--- config.mk ---
export PLATFORM = sky130hd
export DESIGN_NAME = lab_cross
export DESIGN_NICKNAME = d
export VERILOG_FILES = /design/src/design/lab_pkg.sv /design/src/design/lab_cross.sv
export SDC_FILE = /design/constraint.sdc
export NUM_CORES = 2
export LEC_CHECK = 0
export BUFFER_PORTS_ARGS = -buffer_cell sky130_fd_sc_hd__buf_2
export CAP_MARGIN = 0
export CORE_MARGIN = 2
export CORE_UTILIZATION = 35
export DETAILED_ROUTE_END_ITERATION = 10
export MAX_ROUTING_LAYER = met4
export PLACE_DENSITY = 0.54
export SYNTH_ARGS = -nofsm -noshare
export SYNTH_HDL_FRONTEND = slang
export SYNTH_SLANG_ARGS = --single-unit
--- constraint.sdc ---
create_clock -name clk_i -period 3.37 [get_ports clk_i]
set_input_delay 0.674 -clock clk_i [delete_from_list [all_inputs] [get_ports clk_i]]
set_output_delay 0.674 -clock clk_i [all_outputs]
set_load 0.01 [all_outputs]
--- src/design/lab_pkg.sv ---
// Shared types and constants for the look-at basis core.
// Used by lab_norm, lab_cross and look_at_basis_core; depends on nothing.
package lab_pkg;

  localparam int CoordWidth = 16;   // input coordinates, signed Q7.8
  localparam int UnitWidth  = 16;   // unit axis components, signed Q1.14
  localparam int UnitFrac   = 14;
  localparam int UnitOne    = 16384;
  localparam int VecWidth   = 32;   // signed components fed to normalization
  localparam int MagWidth   = 30;   // magnitudes after range reduction
  localparam int SqWidth    = 62;   // sum of three squares
  localparam int RootWidth  = 64;   // working width of the square root
  localparam int RootIters  = 32;   // one result bit per stage
  localparam int LenWidth   = 32;   // square root result
  localparam int QuotWidth  = 15;   // quotient, at most UnitOne
  localparam int NumWidth   = 47;   // dividend of the unit division
  localparam int KWidth     = 6;

  localparam int InDataWidth  = 6 * CoordWidth;
  localparam int OutDataWidth = 9 * UnitWidth;

  // Register indexes of the configuration port.
  localparam logic [1:0] RegUpX = 2'd0;
  localparam logic [1:0] RegUpY = 2'd1;
  localparam logic [1:0] RegUpZ = 2'd2;

  typedef logic [2:0][VecWidth-1:0]  vec_t;
  typedef logic [2:0][UnitWidth-1:0] unit_vec_t;

  // Payload that rides along with an item through the arithmetic units.
  typedef struct packed {
    unit_vec_t f;
    logic      deg;
  } side_t;

  // Per-item context inside the normalization pipeline.
  typedef struct packed {
    logic [2:0][MagWidth-1:0] a;
    logic [2:0]               neg;
    logic                     zero;
    logic [KWidth-1:0]        k;
    side_t                    side;
  } nrm_ctx_t;

endpackage

--- src/design/lab_cross.sv ---
// Pipelined cross product of two Q1.14-style 16-bit vectors.
// Depends on lab_pkg; two register stages (products, differences).
module lab_cross (
  input  logic              clk_i,
  input  logic              rst_ni,
  input  logic              adv_i,
  input  logic              vld_i,
  input  lab_pkg::unit_vec_t a_i,
  input  lab_pkg::unit_vec_t b_i,
  input  lab_pkg::side_t    side_i,
  output logic              vld_o,
  output lab_pkg::vec_t     r_o,
  output lab_pkg::side_t    side_o
);

  logic                 vld1_q, vld2_q;
  logic signed [31:0]   p_d [6];
  logic signed [31:0]   p_q [6];
  lab_pkg::side_t       side1_q, side2_q;
  lab_pkg::vec_t        r_d, r_q;
  logic signed [32:0]   dif [3];

  always_comb begin
    p_d[0] = $signed(a_i[1]) * $signed(b_i[2]);
    p_d[1] = $signed(a_i[2]) * $signed(b_i[1]);
    p_d[2] = $signed(a_i[2]) * $signed(b_i[0]);
    p_d[3] = $signed(a_i[0]) * $signed(b_i[2]);
    p_d[4] = $signed(a_i[0]) * $signed(b_i[1]);
    p_d[5] = $signed(a_i[1]) * $signed(b_i[0]);
  end

  always_comb begin
    for (int i = 0; i < 3; i++) begin
      dif[i] = 33'(p_q[2*i]) - 33'(p_q[2*i+1]);
      // magnitudes stay well below 2^31
      r_d[i] = dif[i][31:0];
    end
  end

  always_ff @(posedge clk_i or negedge rst_ni) begin
    if (!rst_ni) begin
      vld1_q <= 1'b0;
      vld2_q <= 1'b0;
    end else if (adv_i) begin
      vld1_q <= vld_i;
      vld2_q <= vld1_q;
    end
  end

  always_ff @(posedge clk_i) begin
    if (adv_i) begin
      p_q     <= p_d;
      side1_q <= side_i;
      r_q     <= r_d;
      side2_q <= side1_q;
    end
  end

  assign vld_o  = vld2_q;
  assign r_o    = r_q;
  assign side_o = side2_q;

endmodule

==> metrics.cfg <==
[worst_hold_path]
whs_endpoint = side1_q[41]
hp-start = side_i[41]
hold_class = in -> reg
worstHoldPathCells = 1

[routing]
drt_first_pass_iters = 5
via_per_inst = 4.729
wirelength_um = 222000
final_antenna_net_count = 0
drcViolationCount = 0
wl_per_cell_um = 18.89
drt_iter0_drc = 2949
vias = 55580

[clocking]
cts-root-buf = clkbuf_16
cts_sinks = 388
clk_pin_slew_ns = 0.06
cts_buffers = 49
htree_levels = 2
clk_path_buf_depth = 3
cts_tree = built
clock_latency_ns = 0.68

[synthesis]
synthTopCellsByCount = 1840 x inv_1, 1575 x fa_1, 794 x nand2_1
synth_ff_type = edfxtp_1
syn-num-nets = 9934
ys_types = 77
ys_ff_latch = 388
async_reset_ff_frac = 0.005155
avgSynthCellArea_um2 = 9.889
synth-edff-count = 386
seq_area_frac_synth = 0.1544
synthesis.area_um2 = 75400
yosysMostFrequentCell = inv_1
yosysTopAreaCell = fa_1
yosys.area.top_type_share = 0.4182
netlist_instances = 7625
ys_warn_count = 0
yosys-top-cells-area = fa_1 42%, edfxtp_1 15%, ha_1 9.7%

[floorplanning]
std_cell_rows = 170
dieArea_um2 = 219200
start_util = 0.3517
pin_count = 295
coreArea_um2 = 214400
fp.dieH_um = 468.1
dieWidth_um = 468.1

[timing]
fmax_mhz = 168.5
final-setup-viol-count = 160
relSlewSlack = 0.5652
slew_violations = 0
period_needed_ns = 5.934
rsz0062_at_grt = true
timing.final.ws_setup_ns = -2.564
hold_viol = 0
finalCritPeriodShare = 1.761
worst_hold_slack_ns = 0.2084
worst_pin_slew_ns = 0.6482
fin_skew_ns = 0.04719

[cells_and_area]
drive_above_1_share = 0.2629
areaGrowthSynthToFinish_pct = 28.16
fill_cells = 20510
nets = 11180

[worst_setup_path]
r2r_end = r_o[60]
path_buf_inv = 6
worst_ep_arrival_time_ns = 6.35
path_max_fanout = 5
critPathMostFrequentCell = fa_1
r2r-start = p_q[96]
start_kind = input port
crit_chain = buf_12 > buf_12 > and2_4 > fa_1 > inv_1 > fa_1 > fa_1 > inv_1 > fa_1 > fa_1 > inv_2 > fa_1 > inv_2 > ha_4 > and2_4 > a221oi_4 > o221ai_2 > a31o_4 > a211oi_4 > nor3_2 > or3_1 > a21oi_2 > xnor2_1
cpMaxStageDelayCell = fa_1
reg2regPathDepth = 13
cp.required_ns = 3.78
cpPeakStageDelay_ns = 0.52
crit_family = adder cells
end_kind = register
crit_type = in -> reg
reg2reg_slack_ns = -0.09

[place]
hpwl_um = 185500
port_buffers = 294
place_congestion = 0.8845

[grt]
grt_usage = 0.2102
grt_pass1_vias = 60470
gr-total-overflow = 0
antenna_found_initial = 12
grt_pass1_wl_um = 345300
grt_max_degree = 65

[flow_run]
cap_violations = 0

[status]
violations = setup timing
status = finished with violations

-- worst max path at each step --
| stage | from | endpoint | slack [ns] | cells past startpoint |
|---|---|---|---|---|
| floorplan | b_i[23] | p_q[63] | -2.75 | 23 |
| global placement | b_i[1] | p_q[127] | -3.54 | 21 |
| detailed placement | b_i[1] | p_q[127] | -3.56 | 20 |
| CTS | a_i[7] | p_q[63] | -2.50 | 23 |
| global route | a_i[29] | p_q[31] | -2.75 | 23 |
| finish | a_i[9] | p_q[63] | -2.56 | 23 |
-- sequential cells by signal (all words and copies together) (netlist names) --
name     cells
p_q        192
r_o         96
side1_q     49
side_o      49
vld1_q       1
vld_o        1
-- layout make-up --
class                           count  area (um2)  area share
Clock inverter                     33       391.6    0.004053
Multi-Input combinational cell   5100       59540      0.6162
Tap cell                         2838        3551     0.03675
Sequential cell                   388       11640      0.1205
Antenna cell                        8       20.02   0.0002072
Inverter                         1840        6907     0.07147
Clock buffer                       52        1237     0.01281
Timing Repair Buffer             1494       13350      0.1381
-- logic make-up after synthesis --
group	share of synthesized area
multiplexers	0.001112
AND/OR/NAND/NOR	0.1304
adder cells (fa/ha/maj)	0.5153
AO/OA/AOI/OAI	0.05984
flip-flops	0.1544
buffers and inverters	0.1064
XOR/XNOR	0.03264
-- through the flow --
stage / std cells / utilization / instance area (um2) / worst slack (ns) / TNS [ns]
floorplan: 7625 / - / 79050 / -2.753 / -291.62
global placement: 11510 / 0.4222 / 90530 / -3.540 / -429.23
detailed placement: 11510 / 0.4222 / 90530 / -3.561 / -435.01
CTS: 11690 / 0.4411 / 94580 / -2.503 / -278.92
global route: 11750 / 0.4507 / 96630 / -2.750 / -307.04
finish: 11750 / 0.4507 / 96640 / -2.564 / -284.73
-- cell usage in the layout (no fill, tap or decap), types with 100 or more instances in the layout --
cell	netlist	final
inv_1	1840	1732
fa_1	1575	1488
buf_4	0	990
nand2_1	794	726
and2_1	753	642
ha_1	585	464
edfxtp_1	386	386
buf_2	0	219
xnor2_1	215	197
nor2_1	188	167
buf_12	0	129
a21o_1	115	115
and2_4	0	111
a21oi_1	186	110
inv_2	0	108
buf_6	0	100
-- what timing repair did --
action	in CTS	in global routing
buffers inserted	86	72
endpoints found under the hold margin	2	0
setup endpoints to repair	166	173
gates resized for setup	350	366
cloned	11	10
hold buffers	1	0
pin swaps	165	213
-- routing by layer --
layer / vias up / routed length, um / GRT usage
met1: 28680 / 95970 / 0.2762
met5: - / 0 / -
met2: 1201 / 107700 / 0.3473
met3: 207 / 11630 / 0.02514
li1: 25500 / - / -
met4: 0 / 6757 / 0.04862
Power is not shown: default switching activity piles up to over one toggle a cycle in this logic, so the estimate is an artifact.
